==> src/rtl/core/sfe_pkg.sv <==
`timescale 1ns / 1ps
// ----------------------------------------------------------------------------
// sfe_pkg
// Shared types, byte codes and checksum helper for the stuffed frame encoder.
// ----------------------------------------------------------------------------
package sfe_pkg;

  localparam logic [7:0] FLAG_BYTE = 8'h7E;
  localparam logic [7:0] ESC_BYTE  = 8'h7D;
  localparam logic [7:0] ESC_XOR   = 8'h20;  // 7e -> 5e, 7d -> 5d

  localparam logic FUNC_BEGIN   = 1'b0;
  localparam logic FUNC_PAYLOAD = 1'b1;

  typedef struct packed {
    logic        func;
    logic [7:0]  data_byte;
    logic [15:0] msg_length;
    logic [15:0] msg_id;
  } in_item_t;

  typedef struct packed {
    logic [7:0] out_byte;
    logic       run_last;
    logic       frame_end;
    logic       error;
  } out_item_t;

  // one classified item, waiting for the byte sequencer
  typedef struct packed {
    logic            is_err;
    logic            is_begin;
    logic            has_cks;
    logic [4:0][7:0] slot;     // unstuffed bytes in send order
  } job_t;

  // 8-bit end-around-carry add
  function automatic logic [7:0] eac_add(input logic [7:0] a, input logic [7:0] b);
    logic [8:0] s;
    s = {1'b0, a} + {1'b0, b};
    return s[7:0] + {7'd0, s[8]};
  endfunction

endpackage

==> src/rtl/core/stuffed_frame_encoder_core.sv <==
`timescale 1ns / 1ps
// ----------------------------------------------------------------------------
// stuffed_frame_encoder_core
// Telemetry framer: start marker, stuffed header, payload and checksum bytes.
// ----------------------------------------------------------------------------
//  channel | direction | beat        | handshake
//  in      | input     | in_item_t   | in_valid / in_ready
//  out     | output    | out_item_t  | out_valid / out_ready
//
//  the output runs at one byte per cycle while a job is queued and out_ready is
//  high, set by the sequencer and its output register; a payload beat gives
//  1 to 4 bytes (escape, byte, escape, checksum), a begin beat 5 to 11 and an
//  error beat 1; the front takes a new beat in the same cycle it arrives while
//  the two-entry job queue has room, so input and output stall independently
//  synchronous active-high reset clears the message state, queue and output
// ----------------------------------------------------------------------------
module stuffed_frame_encoder_core import sfe_pkg::*; (
  input  logic      clk,
  input  logic      rst,
  input  logic      in_valid,
  output logic      in_ready,
  input  in_item_t  in_data,
  output logic      out_valid,
  input  logic      out_ready,
  output out_item_t out_data
);

  // front to queue
  logic push;
  job_t push_job;
  logic q_full;

  // queue to sequencer
  logic pop;
  logic head_valid;
  job_t head_job;

  // classification and per-message sum tracking
  sfe_front u_front (
    .clk      (clk),
    .rst      (rst),
    .in_valid (in_valid),
    .in_ready (in_ready),
    .in_data  (in_data),
    .push     (push),
    .push_job (push_job),
    .q_full   (q_full)
  );

  // decouples intake from byte output
  sfe_queue u_queue (
    .clk        (clk),
    .rst        (rst),
    .push       (push),
    .push_job   (push_job),
    .full       (q_full),
    .pop        (pop),
    .head_valid (head_valid),
    .head_job   (head_job)
  );

  // escape insertion and output register
  sfe_back u_back (
    .clk        (clk),
    .rst        (rst),
    .head_valid (head_valid),
    .head_job   (head_job),
    .pop        (pop),
    .out_valid  (out_valid),
    .out_ready  (out_ready),
    .out_data   (out_data)
  );

  // checksum end always closes the run of the beat that caused it
  a_frame_end_last: assert property (@(posedge clk) disable iff (rst)
    out_valid && out_data.frame_end |-> out_data.run_last)
    else $error("frame end without run last");

  // an error beat is a lone zero byte
  a_error_shape: assert property (@(posedge clk) disable iff (rst)
    out_valid && out_data.error |->
      out_data.out_byte == 8'd0 && out_data.run_last && !out_data.frame_end)
    else $error("malformed error beat");

  // nothing leaves straight after reset
  a_reset_quiet: assert property (@(posedge clk)
    rst |=> !out_valid)
    else $error("output valid after reset");

endmodule

==> src/rtl/core/sfe_front.sv <==
`timescale 1ns / 1ps
// ----------------------------------------------------------------------------
// sfe_front
// Takes input beats, tracks the open message and its sum, and builds jobs.
// ----------------------------------------------------------------------------
module sfe_front import sfe_pkg::*; (
  input  logic     clk,
  input  logic     rst,
  input  logic     in_valid,
  output logic     in_ready,
  input  in_item_t in_data,
  output logic     push,
  output job_t     push_job,
  input  logic     q_full
);

  logic [7:0]  running_sum, running_sum_next;
  logic [15:0] bytes_left, bytes_left_next;
  logic        message_open, message_open_next;

  logic [7:0]  hdr_sum;
  logic [7:0]  pay_sum;
  logic [15:0] left_dec;

  assign in_ready = !q_full;
  assign push     = in_valid && in_ready;

  always_comb begin
    hdr_sum = eac_add(eac_add(eac_add(in_data.msg_length[7:0], in_data.msg_length[15:8]),
                              in_data.msg_id[7:0]), in_data.msg_id[15:8]);
    pay_sum  = eac_add(running_sum, in_data.data_byte);
    left_dec = bytes_left - 16'd1;

    push_job          = '0;
    running_sum_next  = running_sum;
    bytes_left_next   = bytes_left;
    message_open_next = message_open;

    unique case (in_data.func)
      FUNC_BEGIN: begin
        push_job.is_begin = 1'b1;
        push_job.slot[0]  = in_data.msg_length[7:0];
        push_job.slot[1]  = in_data.msg_length[15:8];
        push_job.slot[2]  = in_data.msg_id[7:0];
        push_job.slot[3]  = in_data.msg_id[15:8];
        push_job.slot[4]  = ~hdr_sum;
        push_job.has_cks  = (in_data.msg_length == 16'd0);
        running_sum_next  = hdr_sum;
        bytes_left_next   = in_data.msg_length;
        message_open_next = (in_data.msg_length != 16'd0);
      end
      FUNC_PAYLOAD: begin
        if (!message_open) begin
          push_job.is_err = 1'b1;
        end else begin
          push_job.slot[0]  = in_data.data_byte;
          push_job.slot[1]  = ~pay_sum;
          push_job.has_cks  = (left_dec == 16'd0);
          running_sum_next  = pay_sum;
          bytes_left_next   = left_dec;
          message_open_next = (left_dec != 16'd0);
        end
      end
      default: ;
    endcase
  end

  always_ff @(posedge clk) begin
    if (rst) begin
      running_sum  <= '0;
      bytes_left   <= '0;
      message_open <= 1'b0;
    end else if (push) begin
      running_sum  <= running_sum_next;
      bytes_left   <= bytes_left_next;
      message_open <= message_open_next;
    end
  end

endmodule

==> src/rtl/core/sfe_queue.sv <==
`timescale 1ns / 1ps
// ----------------------------------------------------------------------------
// sfe_queue
// Two-entry job queue between the front and the byte sequencer.
// ----------------------------------------------------------------------------
module sfe_queue import sfe_pkg::*; (
  input  logic clk,
  input  logic rst,
  input  logic push,
  input  job_t push_job,
  output logic full,
  input  logic pop,
  output logic head_valid,
  output job_t head_job
);

  job_t       entry [2];
  logic       wr_ptr, rd_ptr;
  logic [1:0] count;

  assign full       = (count == 2'd2);
  assign head_valid = (count != 2'd0);
  assign head_job   = entry[rd_ptr];

  always_ff @(posedge clk) begin
    if (push) begin
      entry[wr_ptr] <= push_job;
    end
  end

  always_ff @(posedge clk) begin
    if (rst) begin
      wr_ptr <= 1'b0;
      rd_ptr <= 1'b0;
      count  <= '0;
    end else begin
      if (push) wr_ptr <= !wr_ptr;
      if (pop)  rd_ptr <= !rd_ptr;
      count <= count + {1'b0, push} - {1'b0, pop};
    end
  end

endmodule

==> src/rtl/core/sfe_back.sv <==
`timescale 1ns / 1ps
// ----------------------------------------------------------------------------
// sfe_back
// Byte sequencer: walks the head job, inserts escapes, drives the output beat.
// ----------------------------------------------------------------------------
module sfe_back import sfe_pkg::*; (
  input  logic      clk,
  input  logic      rst,
  input  logic      head_valid,
  input  job_t      head_job,
  output logic      pop,
  output logic      out_valid,
  input  logic      out_ready,
  output out_item_t out_data
);

  logic       flag_sent;
  logic [2:0] idx;
  logic       esc;

  logic [7:0] cur;
  logic [2:0] last_idx;
  logic       special;
  logic       at_last;
  logic       fin;
  logic       step;
  out_item_t  res;

  always_comb begin
    cur      = head_job.slot[idx];
    special  = (cur == FLAG_BYTE) || (cur == ESC_BYTE);
    last_idx = head_job.is_begin ? (head_job.has_cks ? 3'd4 : 3'd3)
                                 : (head_job.has_cks ? 3'd1 : 3'd0);
    at_last  = (idx == last_idx);
    res      = '0;
    fin      = 1'b0;
    priority if (head_job.is_err) begin
      res.error = 1'b1;
      fin       = 1'b1;
    end else if (head_job.is_begin && !flag_sent) begin
      res.out_byte = FLAG_BYTE;
    end else if (esc) begin
      res.out_byte = cur ^ ESC_XOR;
      fin          = at_last;
    end else if (special) begin
      res.out_byte = ESC_BYTE;
    end else begin
      res.out_byte = cur;
      fin          = at_last;
    end
    res.run_last  = fin;
    res.frame_end = fin && head_job.has_cks && !head_job.is_err;
  end

  assign step = head_valid && (!out_valid || out_ready);
  assign pop  = step && fin;

  always_ff @(posedge clk) begin
    if (rst) begin
      flag_sent <= 1'b0;
      idx       <= '0;
      esc       <= 1'b0;
    end else if (step) begin
      priority if (fin) begin
        flag_sent <= 1'b0;
        idx       <= '0;
        esc       <= 1'b0;
      end else if (head_job.is_begin && !flag_sent) begin
        flag_sent <= 1'b1;
      end else if (esc) begin
        esc <= 1'b0;
        idx <= idx + 3'd1;
      end else if (special) begin
        esc <= 1'b1;
      end else begin
        idx <= idx + 3'd1;
      end
    end
  end

  always_ff @(posedge clk) begin
    if (rst) begin
      out_valid <= 1'b0;
    end else if (step) begin
      out_valid <= 1'b1;
    end else if (out_ready) begin
      out_valid <= 1'b0;
    end
  end

  always_ff @(posedge clk) begin
    if (step) begin
      out_data <= res;
    end
  end

endmodule
==> config.mk <==
export PLATFORM = sky130hd
export DESIGN_NAME = stuffed_frame_encoder_core
export DESIGN_NICKNAME = d
export VERILOG_FILES = /design/src/rtl/core/sfe_pkg.sv /design/src/rtl/core/stuffed_frame_encoder_core.sv /design/src/rtl/core/sfe_front.sv /design/src/rtl/core/sfe_queue.sv /design/src/rtl/core/sfe_back.sv
export SDC_FILE = /design/constraint.sdc
export NUM_CORES = 1
export LEC_CHECK = 0
export BUFFER_PORTS_ARGS = -buffer_cell sky130_fd_sc_hd__buf_2
export CORE_AREA = 2 2 102 178
export CTS_CLUSTER_SIZE = 20
export DETAILED_ROUTE_END_ITERATION = 6
export DIE_AREA = 0 0 104 180
export PLACE_DENSITY = 0.67
export SYNTH_ARGS = -nofsm -noshare
export SYNTH_HDL_FRONTEND = slang
export SYNTH_HIERARCHICAL = 1
export SYNTH_SLANG_ARGS = --single-unit
==> constraint.sdc <==
create_clock -name clk -period 9.4 [get_ports clk]
set_clock_uncertainty 0.2 [all_clocks]
set_input_delay 0.94 -clock clk [delete_from_list [all_inputs] [get_ports clk]]
set_output_delay 0.94 -clock clk [all_outputs]
set_load 0.02 [all_outputs]
### Word level (Yosys, flattened, before mapping)

Memory sizes are Yosys's and may differ from the RTL's. A register that Yosys moved wholly into a read port is not among the register bits.
Cells that the tools add are included.

| storage, ports and cells | value |
|---|---|
| flip-flop bits (word level) | 46 |
| memory bits (writable) | 86 |
| output and inout bits | 13 |
| memories kept | 1 |

| cells by class | value |
|---|---|
| $add $sub $neg | 12 |
| order comparisons | 1 |
| equal/unequal tests | 7 |
| multiplexer cells | 43 |
| bitwise operators | 4 |
| reduce and logical (&&, ||, !) cells | 26 |

Memory list:

| name | depth | bits a word | read ports | clocked after memory_dff | wr ports | RTL line | RTL |
|---|---|---|---|---|---|---|---|
| u_queue.entry | 2 | 43 | 1 | 1 | 1 | sfe_queue.sv:17 | `job_t entry [2];` |

Operator list:

| cell | number |
|---|---|
| $pmux W16 S2 | 2 |
| $add A8 B8 Y9 | 4 |
| $add A8 B1 Y8 | 4 |
| $logic_not A16 Y1 | 2 |
| $mux W16 | 2 |
| $mux W8 | 4 |
| $reduce_bool A16 Y1 | 2 |
| $bmux W8 S3 | 1 |
| $mux W24 | 1 |
| $mux W1 | 23 |
| $mux W3 | 6 |
| $eq A8 B7 Y1 const B | 2 |
| $not A8 Y8 | 2 |
| $pmux W8 S2 | 1 |
| $sub A16 B1 Y16 const B | 1 |
| $mux W7 | 1 |
| $logic_and A1 B1 Y1 | 6 |
| $logic_not A1 Y1 | 6 |
| $reduce_and A2 Y1 | 3 |
| $reduce_bool A2 Y1 | 3 |
| $lt A3 B4 Y1 const B | 1 |
| $ne A2 B1 Y1 const B | 2 |
| $pmux W1 S2 | 2 |
| $add A3 B1 Y3 const B | 1 |
| 9 further kinds | 11 |

### Logic depth before layout (Yosys ltp)

| depth | value |
|---|---|
| depth in word-level cells | 11 |
| depth in mapped cells | 35 |
| gate-level depth less buffers | 35 |

### By module

Netlist, hierarchy kept.

By module, submodules not included:

| module | times used | cells each | area each (µm²) | sequential area each (µm²) |
|---|---|---|---|---|
| sfe_front | 1 | 488 | 3687.3 | 500.5 |
| sfe_queue | 1 | 155 | 3527.1 | 2682.6 |
| sfe_back | 1 | 148 | 1327.5 | 450.4 |

### Least setup slack after synthesis

Ideal clock, no wire load.

| timing | value |
|---|---|
| path kind | input-to-reg |
| from | input port in_data[16] in the netlist's numbering |
| to | memory u_queue/entry[0][38] in the netlist's numbering (data pin) |
| library setup time | 0.269 ns |
| arrival | 6.885 ns |
| required time | 8.931 ns |
| slack | 2.046 ns |
| stages | 33 |
| cells stage by stage | ha_1 fa_1 a21o_1 a21oi_1 nand2b_1 a21oi_1 o21ai_0 nand2b_1 ha_1 ha_1 fa_1 a21o_1 a21o_1 a21o_1 a21oi_1 nor2b_1 o21ai_0 nand2b_1 ha_1 ha_1 and3_1 xor2_1 ha_1 nand3_1 o211ai_1 a21o_1 a21o_1 ha_1 nand2_1 nor4b_1 nand4b_1 xnor2_1 nor2_1 |

RTL lines:

| what | RTL line | RTL |
|---|---|---|
| start, declared | stuffed_frame_encoder_core.sv:22 | `input in_item_t in_data,` |
| end, declared | sfe_queue.sv:17 |  |

==> run_results.csv <==
group,metric,value,unit
drt,avgRoutedWirePerCell,18.3,µm
drt,first_pass_iters,6,
drt,drt_wl_total,19800,µm
timing,slew_viol_final,0,
final_layout,fin_util,0.548,
grt,globalRouteOverflowTotal,0,
setup_path,critPathCaptureType,"register",
place,port_buffers,57,
grt,antenna_found_initial,0,
timing,rsz0062_at_grt,"false",
synth,ys_types,76,
timing,tns,0,ns
synth,synth_edf_count,97,
setup_path,cp_data_arrival_time,7.61,ns
synth,syn_area_per_cell,10.8,µm²
synth,yosysSeqAreaShare,0.425,
timing,fin_crit_sh,0.817,
final_layout,nets,936,
timing,hold_viol,0,
drt,drc,0,
cts,ctsRootBufferMaster,"clkbuf_16",
cts,ctsHoldBuffers,0,
timing,final-setup-viol-count,0,
floorplanning,die-area,18700,µm²
grt,grt_pass1_vias,6065,
synth,synth-seq-cells,133,
synth,yosys_most_used_dff,"edfxtp_1",
status,status,"finished, final reports clean",
floorplanning,pin_count,58,
synth,syn_nets,889,
run,cap_violations,0,
floorplanning,start_util,0.494,
synth,synth_cells,791,
cts,cts_buffers,17,
setup_path,cp-start-kind,"input pin",
timing,min_period,7.68,ns
power,total_power,2.75,mW
timing,clock.fmax,130,MHz
floorplanning,rows,64,
setup_path,required,9.33,ns
cts,cts_tree,"built",
synth,yosys_warnings,6,
place,place_congestion,0.894,
floorplanning,die_w,104,µm
floorplanning,die_h,180,µm
drt,drt_iter0_markers,319,
cts,cts_max_level,4,
cts,cts_setup_buffers,0,
cts,clockBufferDepth,2,
setup_path,cpMaxStageDelayCell,"nor4b_1",
grt,grt_first_pass_wirelength,31500,µm
drt,postRouteAntennaNets,0,
floorplanning,coreArea,17300,µm²
power,ir_drop,0.000139,V
cts,cts_sinks,133,
final_layout,diodes,0,
setup_path,path_class,"input pin to register",
cts,worstSkewPairLatency,0.42,ns
setup_path,slowest_delay,0.55,ns
power,leakagePower,3.76,nW
synth,async_reset_ff_frac,0,
synth,synth_area,8540,µm²
final_layout,syn_to_final_growth,11.0,%
grt,grt_max_degree,67,
place,hpwl,14900,µm
final_layout,final_layout_size_suffix_gt1_frac,0.187,
timing,relSlewSlack,0.284,
drt,viasPerCell,5.84,
setup_path,crit_path_max_fanout,5,
timing,worstMarginPinSlew,1.07,ns
setup_path,worst_path_most_repeated_cell,"ha_1",
grt,gr-usage-all-layers,0.215,
cts,cts_resized,0,
drt,via_count,6319,
power,p_per_area,290,nW/µm²
cts,cts.clk_slew.worst_paths,0.07,ns
worst_hold_path,hp-class,"register to register",
-- layout by cell type, fill, tap and decap left out, drive strengths merged, types with 7 or more instances in the layout --
cell,n
nor3,21
inv,28
a21oi,57
xnor2,27
a211oi,13
edfxtp,97
dfxtp,36
clkinv,7
nor4,7
nand3b,7
nand4,9
nor2,53
o21ai,36
buf,64
clkbuf,17
and3,7
nand2,43
nor2b,35
o22ai,8
mux2,50
xor2,24
nand3,14
nand2b,13
mux2i,13
a22oi,9
o211ai,7
a21o,17
ha,49
-- critical path: cells and delay by family --
kind,cells,cell delay (ns)
fa+ha+maj,9,2.50
compound gates,12,2.05
simple gates,10,1.57
xor+xnor,2,0.40
buf+inv,1,0.13
-- Yosys cell counts, types with 10 or more instances --
library cell,count,share of area
a211oi_1,11,0.0097
a21o_1,16,0.014
a21oi_1,56,0.033
clkbuf_1,17,0.0075
dfxtp_1,36,0.084
edfxtp_1,97,0.34
ha_1,49,0.072
inv_1,20,0.0088
mux2_2,10,0.013
mux2_4,40,0.070
mux2i_1,13,0.015
nand2_1,43,0.019
nand2b_1,13,0.0095
nand3_1,14,0.0082
nor2_1,52,0.023
nor2b_1,35,0.026
nor3_1,20,0.012
o21ai_0,36,0.021
xnor2_1,27,0.028
xor2_1,24,0.025
-- cells by family after synthesis --
logic type | after synthesis | share of synthesized area
fa+ha+maj | 53 | 0.0811
mux | 64 | 0.101
simple gates | 240 | 0.150
compound gates | 191 | 0.145
xor+xnor | 53 | 0.0576
buf+inv | 57 | 0.0395
flops | 133 | 0.425
-- metrics by stage --
stage / hold slack, ns / setup WS [ns] / std cells / instance area (µm²)
3_3_place_gp: 0.282 / 1.44 / 1050 / 8920
6_report: 0.302 / 1.72 / 1082 / 9480
5_1_grt: 0.326 / 1.14 / 1082 / 9480
4_1_cts: 0.304 / 1.76 / 1082 / 9480
3_5_place_dp: 0.292 / 1.32 / 1050 / 8920
2_1_floorplan: 0.236 / 2.05 / 791 / 8540
-- power by group --
| part | switching (mW) | total, mW | internal, mW |
|---|---|---|---|
| sequential | 0.0602 | 0.855 | 0.795 |
| combinational | 0.733 | 1.27 | 0.538 |
| clock | 0.274 | 0.622 | 0.349 |
| total | 1.07 | 2.75 | 1.68 |
-- layout make-up --
cell class | count | area, µm²
Multi-Input combinational cell | 601 | 4580
Timing Repair Buffer | 64 | 338
Inverter | 21 | 78.8
Clock buffer | 17 | 425
Tap cell | 231 | 289
Fill cell | 1589 | 7820
Clock inverter | 15 | 136
Sequential cell | 133 | 3630
-- per-layer routing --
metal | GRT usage | part of all wire | vias to the layer above | routed length [µm]
met5 | 0 | 0 | - | 0
met3 | 0.0348 | 0.036 | 50 | 707
met2 | 0.405 | 0.54 | 175 | 10800
met4 | 0.110 | 0.048 | 0 | 945
met1 | 0.227 | 0.37 | 3044 | 7370
li1 | - | - | 3050 | -
-- registers in the layout, indices dropped and copies added, names as in the netlist, named ones only --
name,count
u_queue/entry,86
u_queue/count,2
u_front/bytes_left,16
u_queue/wr_ptr,1
u_back/flag_sent,1
u_back/out_valid,1
u_front/running_sum,8
u_back/idx,3
u_back/out_data,11
u_queue/rd_ptr,1
u_front/message_open,1
u_back/esc,1
-- path summary, 6_finish.rpt --
path	startpoint	endpoint	slack, ns	cells past startpoint
max	in_data[16]	u_queue/entry[0][38]$_DFFE_PP_	1.72	34
min	u_back/out_valid$_SDFFE_PP0P_	u_back/out_valid$_SDFFE_PP0P_	0.30	2
max reg2reg	register	u_queue/count[1]$_SDFF_PP0_	5.05	13
min reg2reg	u_back/out_valid$_SDFFE_PP0P_	u_back/out_valid$_SDFFE_PP0P_	0.30	2
Note: power is estimated with default switching activity, not from simulation.
